`src/rtl/ntps_pkg.sv`:
```
`default_nettype none

package ntps_pkg;

	localparam int TABLE_DEPTH_DEF = 64;
	localparam int IDX_W           = 6;
	localparam int COORD_W         = 16;
	localparam int DIFF_W          = COORD_W + 1;
	localparam int DIST_W          = 33;
	localparam int RANK_SLOTS      = 3;

	localparam logic REQ_WRITE = 1'b0;
	localparam logic REQ_QUERY = 1'b1;

	typedef enum logic [1:0] {
		ST_IDLE,
		ST_SCAN,
		ST_DRAIN,
		ST_DONE
	} state_t;

	// One table entry as it leaves the position memory.
	typedef struct packed {
		logic                      valid;
		logic [IDX_W-1:0]          index;
		logic signed [COORD_W-1:0] x;
		logic signed [COORD_W-1:0] z;
	} scan_word_t;

	// One entry with its squared distance to the query point.
	typedef struct packed {
		logic              valid;
		logic [IDX_W-1:0]  index;
		logic [DIST_W-1:0] dsq;
	} dist_word_t;

	typedef struct packed {
		logic              valid;
		logic [IDX_W-1:0]  index;
		logic [DIST_W-1:0] dsq;
	} rank_slot_t;

endpackage

`default_nettype wire

```
`src/rtl/ntps_dist.sv`:
```
`default_nettype none

module ntps_dist (
	input  wire logic                               clk,
	input  wire logic                               arst_n,
	input  wire ntps_pkg::scan_word_t               scan_s1,
	input  wire logic signed [ntps_pkg::COORD_W-1:0] qry_x,
	input  wire logic signed [ntps_pkg::COORD_W-1:0] qry_z,
	output ntps_pkg::dist_word_t                    dist_s4,
	output logic                                    busy
);
	import ntps_pkg::*;

	logic                     v_s2, v_s3, v_s4;
	logic [IDX_W-1:0]         idx_s2, idx_s3, idx_s4;
	logic signed [DIFF_W-1:0] dx_s2, dz_s2;
	logic signed [2*DIFF_W-1:0] sqx, sqz;
	logic [DIST_W-1:0]        px_s3, pz_s3;
	logic [DIST_W-1:0]        sum_s4;

	always_ff @(posedge clk or negedge arst_n) begin
		if (!arst_n) begin
			v_s2 <= 1'b0;
			v_s3 <= 1'b0;
			v_s4 <= 1'b0;
		end else begin
			v_s2 <= scan_s1.valid;
			v_s3 <= v_s2;
			v_s4 <= v_s3;
		end
	end

	// full-width signed squares; the magnitude always fits in DIST_W bits
	always_comb begin
		sqx = dx_s2 * dx_s2;
		sqz = dz_s2 * dz_s2;
	end

	// difference, then squares, then the sum: one register after each step
	always_ff @(posedge clk) begin
		idx_s2 <= scan_s1.index;
		dx_s2  <= DIFF_W'(qry_x) - DIFF_W'(scan_s1.x);
		dz_s2  <= DIFF_W'(qry_z) - DIFF_W'(scan_s1.z);
		idx_s3 <= idx_s2;
		px_s3  <= sqx[DIST_W-1:0];
		pz_s3  <= sqz[DIST_W-1:0];
		idx_s4 <= idx_s3;
		sum_s4 <= px_s3 + pz_s3;
	end

	assign dist_s4.valid = v_s4;
	assign dist_s4.index = idx_s4;
	assign dist_s4.dsq   = sum_s4;
	assign busy          = v_s2 | v_s3 | v_s4;

endmodule

`default_nettype wire

```
`src/rtl/ntps_rank.sv`:
```
`default_nettype none

module ntps_rank (
	input  wire logic                                       clk,
	input  wire logic                                       arst_n,
	input  wire logic                                       clear,
	input  wire ntps_pkg::dist_word_t                       dist_s4,
	output ntps_pkg::rank_slot_t [ntps_pkg::RANK_SLOTS-1:0] slots
);
	import ntps_pkg::*;

	rank_slot_t [RANK_SLOTS-1:0] slot_q;
	rank_slot_t                  cand;
	logic                        hit0, hit1, hit2;

	always_comb begin
		cand.valid = 1'b1;
		cand.index = dist_s4.index;
		cand.dsq   = dist_s4.dsq;
		// ties go to the later entry
		hit0 = !slot_q[0].valid || (dist_s4.dsq <= slot_q[0].dsq);
		hit1 = !slot_q[1].valid || (dist_s4.dsq <= slot_q[1].dsq);
		hit2 = !slot_q[2].valid || (dist_s4.dsq <= slot_q[2].dsq);
	end

	always_ff @(posedge clk or negedge arst_n) begin
		if (!arst_n) begin
			slot_q <= '0;
		end else if (clear) begin
			slot_q <= '0;
		end else if (dist_s4.valid) begin
			if (hit0) begin
				slot_q[2] <= slot_q[1];
				slot_q[1] <= slot_q[0];
				slot_q[0] <= cand;
			end else if (hit1) begin
				slot_q[2] <= slot_q[1];
				slot_q[1] <= cand;
			end else if (hit2) begin
				slot_q[2] <= cand;
			end
		end
	end

	assign slots = slot_q;

	a_order_01: assert property (@(posedge clk) disable iff (!arst_n)
		slot_q[1].valid |-> (slot_q[0].valid && slot_q[0].dsq <= slot_q[1].dsq))
		else $error("rank slots one and two out of order");
	a_order_12: assert property (@(posedge clk) disable iff (!arst_n)
		slot_q[2].valid |-> (slot_q[1].valid && slot_q[1].dsq <= slot_q[2].dsq))
		else $error("rank slots two and three out of order");
	a_clear: assert property (@(posedge clk) disable iff (!arst_n)
		clear |=> (slot_q == '0))
		else $error("ranking not emptied on a new word");

endmodule

`default_nettype wire

```
`src/rtl/nearest_three_point_select.sv`:
```
// Write word: taken in idle, it passes through the done state into the output register.
// Query word: ENTRIES = min(TABLE_DEPTH, 64) entries are scanned at one position read per cycle,
// set by the single read port, then the distance pipeline drains and the done state follows.
// One word is worked on at a time; the next is taken while a result waits at the output.
// Reset (asynchronous, active low) clears the present bits, the control state and the
// output valid; the position memory is not cleared and is read only behind a present bit.
`default_nettype none

module nearest_three_point_select #(
	parameter int TABLE_DEPTH = ntps_pkg::TABLE_DEPTH_DEF
) (
	input  wire logic                                clk,
	input  wire logic                                arst_n,
	// input channel
	input  wire logic                                in_valid,
	output logic                                     in_stall,
	input  wire logic                                req_type,
	input  wire logic [ntps_pkg::IDX_W-1:0]          entry_index,
	input  wire logic signed [ntps_pkg::COORD_W-1:0] entry_x,
	input  wire logic signed [ntps_pkg::COORD_W-1:0] entry_z,
	input  wire logic                                entry_enable,
	input  wire logic signed [ntps_pkg::COORD_W-1:0] query_x,
	input  wire logic signed [ntps_pkg::COORD_W-1:0] query_z,
	// output channel
	output logic                                     out_valid,
	input  wire logic                                out_stall,
	output logic                                     first_valid,
	output logic [ntps_pkg::IDX_W-1:0]               first_index,
	output logic [ntps_pkg::DIST_W-1:0]              first_dist_sq,
	output logic                                     second_valid,
	output logic [ntps_pkg::IDX_W-1:0]               second_index,
	output logic [ntps_pkg::DIST_W-1:0]              second_dist_sq,
	output logic                                     third_valid,
	output logic [ntps_pkg::IDX_W-1:0]               third_index,
	output logic [ntps_pkg::DIST_W-1:0]              third_dist_sq
);
	import ntps_pkg::*;

	// Only 64 slots can ever be addressed by a write word, so deeper tables
	// would hold nothing beyond them: size the store to what is reachable.
	localparam int ENTRIES = (TABLE_DEPTH < (1 << IDX_W)) ? TABLE_DEPTH : (1 << IDX_W);
	localparam int ADDR_W  = $clog2(ENTRIES);
	localparam int POS_W   = 2 * COORD_W;

	state_t state_q, state_d;

	logic                      in_acc;
	logic                      wr_ok;
	logic                      mem_we;
	logic                      issue;
	logic                      load_out;
	logic                      scan_last;
	logic [ADDR_W-1:0]         wr_addr;
	logic [ADDR_W-1:0]         addr_q;
	logic [ENTRIES-1:0]        present_q;
	logic signed [COORD_W-1:0] qry_x_q, qry_z_q;

	logic [POS_W-1:0]          pos_mem [ENTRIES];
	logic [POS_W-1:0]          rd_data_s1;
	logic                      rd_valid_s1;
	logic [ADDR_W-1:0]         rd_addr_s1;

	scan_word_t                  scan_s1;
	dist_word_t                  dist_s4;
	logic                        dist_busy;
	rank_slot_t [RANK_SLOTS-1:0] slots;

	logic                      out_valid_q;
	rank_slot_t [RANK_SLOTS-1:0] out_q;

	assign in_acc    = in_valid && !in_stall;
	assign wr_ok     = 32'(entry_index) < TABLE_DEPTH;
	assign wr_addr   = entry_index[ADDR_W-1:0];
	assign mem_we    = in_acc && (req_type == REQ_WRITE) && wr_ok;
	assign scan_last = (addr_q == ADDR_W'(ENTRIES - 1));

	// next state
	always_comb begin
		state_d = state_q;
		unique case (state_q)
			ST_IDLE: begin
				if (in_acc) begin
					state_d = (req_type == REQ_QUERY) ? ST_SCAN : ST_DONE;
				end
			end
			ST_SCAN: begin
				if (scan_last) begin
					state_d = ST_DRAIN;
				end
			end
			ST_DRAIN: begin
				// advance once the last entry has been ranked
				if (!rd_valid_s1 && !dist_busy) begin
					state_d = ST_DONE;
				end
			end
			ST_DONE: begin
				if (!out_valid_q || !out_stall) begin
					state_d = ST_IDLE;
				end
			end
			default: state_d = ST_IDLE;
		endcase
	end

	// state outputs
	always_comb begin
		in_stall = 1'b1;
		issue    = 1'b0;
		load_out = 1'b0;
		unique case (state_q)
			ST_IDLE:  in_stall = 1'b0;
			ST_SCAN:  issue    = 1'b1;
			ST_DRAIN: ;
			ST_DONE:  load_out = !out_valid_q || !out_stall;
			default: ;
		endcase
	end

	always_ff @(posedge clk or negedge arst_n) begin
		if (!arst_n) begin
			state_q     <= ST_IDLE;
			addr_q      <= '0;
			present_q   <= '0;
			rd_valid_s1 <= 1'b0;
			out_valid_q <= 1'b0;
		end else begin
			state_q <= state_d;
			// walk the table once per query, then drop back to the first entry
			if (issue) begin
				addr_q <= scan_last ? '0 : addr_q + 1'b1;
			end
			if (mem_we) begin
				present_q[wr_addr] <= entry_enable;
			end
			rd_valid_s1 <= issue && present_q[addr_q];
			if (load_out) begin
				out_valid_q <= 1'b1;
			end else if (!out_stall) begin
				out_valid_q <= 1'b0;
			end
		end
	end

	always_ff @(posedge clk) begin
		if (in_acc) begin
			qry_x_q <= query_x;
			qry_z_q <= query_z;
		end
		if (load_out) begin
			out_q <= slots;
		end
		rd_addr_s1 <= addr_q;
	end

	// position store: one write port, one registered read port
	always_ff @(posedge clk) begin
		if (mem_we) begin
			pos_mem[wr_addr] <= {entry_x, entry_z};
		end
		rd_data_s1 <= pos_mem[addr_q];
	end

	always_comb begin
		scan_s1.valid = rd_valid_s1;
		scan_s1.index = IDX_W'(rd_addr_s1);
		scan_s1.x     = rd_data_s1[POS_W-1:COORD_W];
		scan_s1.z     = rd_data_s1[COORD_W-1:0];
	end

	ntps_dist u_dist (
		.clk     (clk),
		.arst_n  (arst_n),
		.scan_s1 (scan_s1),
		.qry_x   (qry_x_q),
		.qry_z   (qry_z_q),
		.dist_s4 (dist_s4),
		.busy    (dist_busy)
	);

	// every accepted word starts from an empty ranking; a write word leaves it empty
	ntps_rank u_rank (
		.clk     (clk),
		.arst_n  (arst_n),
		.clear   (in_acc),
		.dist_s4 (dist_s4),
		.slots   (slots)
	);

	assign out_valid      = out_valid_q;
	assign first_valid    = out_q[0].valid;
	assign first_index    = out_q[0].index;
	assign first_dist_sq  = out_q[0].dsq;
	assign second_valid   = out_q[1].valid;
	assign second_index   = out_q[1].index;
	assign second_dist_sq = out_q[1].dsq;
	assign third_valid    = out_q[2].valid;
	assign third_index    = out_q[2].index;
	assign third_dist_sq  = out_q[2].dsq;

	a_idle_empty: assert property (@(posedge clk) disable iff (!arst_n)
		(state_q == ST_IDLE) |-> (!rd_valid_s1 && !dist_busy))
		else $error("distance pipeline busy while idle");
	a_addr_home: assert property (@(posedge clk) disable iff (!arst_n)
		(state_q != ST_SCAN) |-> (addr_q == '0))
		else $error("scan address not at first entry outside a scan");
	a_load_done: assert property (@(posedge clk) disable iff (!arst_n)
		$rose(out_valid_q) |-> $past(state_q == ST_DONE))
		else $error("result word loaded outside the done state");

endmodule

`default_nettype wire

```
`config.mk`:
```
export PLATFORM = sky130hd
export DESIGN_NAME = nearest_three_point_select
export DESIGN_NICKNAME = d
export VERILOG_FILES = /design/src/rtl/ntps_pkg.sv /design/src/rtl/ntps_dist.sv /design/src/rtl/ntps_rank.sv /design/src/rtl/nearest_three_point_select.sv
export SDC_FILE = /design/constraint.sdc
export NUM_CORES = 2
export LEC_CHECK = 0
export ABC_AREA = 1
export BUFFER_PORTS_ARGS = -buffer_cell sky130_fd_sc_hd__buf_2
export CORE_UTILIZATION = 40
export DETAILED_ROUTE_END_ITERATION = 12
export GPL_TIMING_DRIVEN = 1
export PLACE_DENSITY = 0.57
export SYNTH_ARGS = -nofsm -noshare
export SYNTH_HDL_FRONTEND = slang
export SYNTH_SLANG_ARGS = --single-unit
```
`constraint.sdc`:
```
create_clock -name clk -period 6.25 [get_ports clk]
set_input_delay 1.25 -clock clk [delete_from_list [all_inputs] [get_ports clk]]
set_output_delay 1.25 -clock clk [all_outputs]
set_load 0.005 [all_outputs]
```
==> qor.yml <==
die_w_microns: 557
cts_tree: "built"
nNetsFinal: 11900
wl_per_cell_microns: 22.7
core_area_sq_um: 306000
place_congestion: 0.869
finalCritPeriodShare_pct: 94.9
syn_nets: 11700
grt-ovfl-total: 0
synthArstFlopShare_pct: 7.62
pwr-share-seq_pct: 52.8
holdWs_ps: 317
critPathRequiredTime_ps: 7000
stdcell_area_sq_um: 139000
comb_power_share_pct: 0.8
synth_largest_area_cell: "edfxtp_1"
ant_nets: 0
clkPwrFrac_pct: 46.4
synth_area_leaders: "edfxtp_1, fa_1, o21ai_0"
drive_gt1_share_pct: 8.70
portBuffers: 197
cts-buffers-inserted: 282
cts.clk_slew.worst_paths_ps: 60
path_cells: "buf_4, nand2_1, inv_1, fa_1, inv_1, fa_1, clkinvlp_4, buf_4, fa_1, inv_1, fa_1, inv_1, fa_1, fa_1, ha_1, nand2_1, nor2_1, nand2_1, inv_1, a221oi_1, nand2_1, xor2_1"
synth_flop_cell: "edfxtp_1"
max_stage_delay_ps: 640
endpoint_kind: "flip-flop"
path_class: "flip-flop to flip-flop"
cpMaxStageDelayCell: "fa_1"
root_buffer: "clkbuf_16"
post-synth-top-count-cell: "edfxtp_1"
synth_edf_count: 2200
drt-initial-drc-count: 7229
setup_viol: 0
hp-class: "flip-flop to flip-flop"
slew_headroom_pct: 13.4
std_cell_rows: 203
finalHoldViolCount: 0
synthCells: 10800
grt_first_pass_wirelength_mm: 518
drcViolationCount: 0
finalCriticalPeriod_ps: 5930
internal_power_w: 0.0280
dpl-instance-area_sq_um: 130000
first_global_vias: 83400
critPathBufInv: 8
clock_skew_ps: 100
p_sw_w: 0.00734
synth_seq_cells: 2584
ir_worst_vdd_uv: 285
worstSetupStartpointType: "flip-flop"
synth_cell_type_count: 53
power.density_nw_per_um2: 254
maxCapViolCount: 0
finalWirelength_mm: 346
p_sw_share_pct: 20.8
synth.top_cell.area_share_pct: 53.5
drv_slew: 0
cts_num_sinks: 2584
ys_seq_area_share_pct: 60.6
grt_max_degree: 198
yosysWarnings: 0
insertion_delay_ps: 940
clk_path_buf_depth: 4
status: "complete, no violations"
cp_common_cell: "fa_1"
dp_hpwl_mm: 212
start_util_pct: 40.3
holdBufCountCts: 0
fmax_mhz: 169
fp.dieH_microns: 557
worstPathMaxFanout: 9
dieArea_sq_um: 311000
critical_path.top_delay_family: "adder cells"
p_leak_nw: 52.7
grt_use_total_pct: 22.0
via_per_inst: 5.40
synth_common_cells: "edfxtp_1, nor2_1, o21ai_0"
synthToLayoutAreaGrowth_pct: 12.8
num-fill-cells: 28100
h-tree-depth: 5
antenna_found_initial: 28
netlist_area_sq_um: 123000
via_count: 82400
worst_pin_slew_ps: 1300
syn_area_per_cell_sq_um: 11.4
worstPathArrival_ps: 6680
dr.pass1.iters: 6
boundaryPins: 198
## cell families after synthesis
group / after synthesis / share of synthesized area [%]
xor+xnor: 149 / 1.06
compound gates: 2320 / 10.9
flops: 2584 / 60.6
fa+ha+maj: 868 / 12.0
mux: 9 / 0.0821
buf+inv: 1789 / 5.59
simple gates: 3082 / 9.80
## flip-flops by register name, indices dropped and copies added (netlist names), 2 cells and up
register and flops:
u_dist.pz_s3 32, u_dist.px_s3 32, present_q 64, u_dist.sum_s4 33, addr_q 6, second_index 6, pos_mem 2048, u_dist.idx_s2 6
state_q 2, u_dist.dz_s2 17, u_dist.idx_s3 6, third_dist_sq 33, qry_x_q 16, second_dist_sq 33, u_rank.slots 120, u_dist.dx_s2 17
third_index 6, u_dist.idx_s4 6, first_dist_sq 33, rd_addr_s1 6, first_index 6, qry_z_q 16, rd_data_s1 32
## layout make-up
type	count	area, sq um	share of cell area [%]
Antenna cell	14	35.0	0.0252
Clock buffer	370	7630	5.48
Clock inverter	142	1500	1.07
Inverter	1207	4560	3.28
Multi-Input combinational cell	6428	42300	30.4
Sequential cell	2584	74800	53.7
Tap cell	4100	5130	3.68
Timing Repair Buffer	433	3320	2.38
## routing by layer
metal | share of wire (%) | GRT usage, % | vias to the layer above | routed length, microns
li1 | - | - | 37500 | -
met1 | 41 | 28.8 | 41600 | 143000
met2 | 49 | 37.8 | 2751 | 170000
met3 | 6.4 | 2.79 | 585 | 22100
met4 | 3.2 | 7.08 | 8 | 10900
met5 | 0.014 | 0 | - | 49
## power groups by stage
stage / Combinational (W) / Sequential [W] / Clock, W
4_1_cts: 0.000289 / 0.0187 / 0.0167
2_1_floorplan: 0.0000130 / 0.0190 / 0
3_3_place_gp: 0.000275 / 0.0190 / 0
5_1_grt: 0.000315 / 0.0187 / 0.0173
6_report: 0.000288 / 0.0187 / 0.0164
3_5_place_dp: 0.000289 / 0.0190 / 0
## worst register-to-register path, stage by stage, from the launching register on
cell	delay (ps)
dfxtp_1	360
buf_4	210
nand2_1	70
inv_1	100
fa_1	640
inv_1	80
fa_1	620
clkinvlp_4	230
buf_4	200
fa_1	540
inv_1	70
fa_1	480
inv_1	50
fa_1	510
fa_1	450
ha_1	380
nand2_1	110
nor2_1	60
nand2_1	80
inv_1	40
a221oi_1	260
nand2_1	110
xor2_1	160
## what timing repair did
item / CTS / global route
resized for setup: 0 / 17
endpoints found under the hold margin: 0 / 0
endpoints found under the setup margin: 0 / 12
buffers inserted: 0 / 1
## metrics by stage
stage          setup WS (ps)  power (W)  TNS, ps  utilization [%]  cells
6_report                 318     0.0354        0             45.5  15300
5_1_grt                -15.4     0.0363    -15.4             45.5  15300
4_1_cts                 84.6     0.0357        0             45.4  15300
3_5_place_dp             133     0.0193        0             42.4  14800
3_3_place_gp             188     0.0193        0             42.4  14800
2_1_floorplan            571     0.0191        0                -  10800
## final timing paths
check                                          from                   endpoint  slack [ps]  cells past startpoint
max                        u_dist.dz_s2[16]$_DFF_P_   u_dist.pz_s3[32]$_DFF_P_         320                     22
min                        u_dist.idx_s3[2]$_DFF_P_   u_dist.idx_s4[2]$_DFF_P_         320                      0
max reg2reg                u_dist.dz_s2[16]$_DFF_P_   u_dist.pz_s3[32]$_DFF_P_         320                     22
min reg2reg                u_dist.idx_s3[2]$_DFF_P_   u_dist.idx_s4[2]$_DFF_P_         320                      0
max in group asynchronous                    arst_n  present_q[14]$_DFFE_PN0P_        4570                      2
min in group asynchronous                    arst_n      out_valid$_DFFE_PN0P_         370                      1
## layout by cell type, fill, tap and decap left out, drive strengths merged, types with 103 or more instances in the layout
cell type	synthesis	layout
a21oi	239	239
buf	153	432
clkbuf	429	371
clkinv	4	103
dfrtp	197	197
dfxtp	187	187
edfxtp	2200	2200
fa	524	524
ha	344	344
inv	1203	1219
nand2	1249	1249
nand3	232	232
nor2	1511	1511
o21ai	1278	1278
o221ai	212	212
o22ai	353	353
Note: power is estimated with default switching activity, not from simulation.
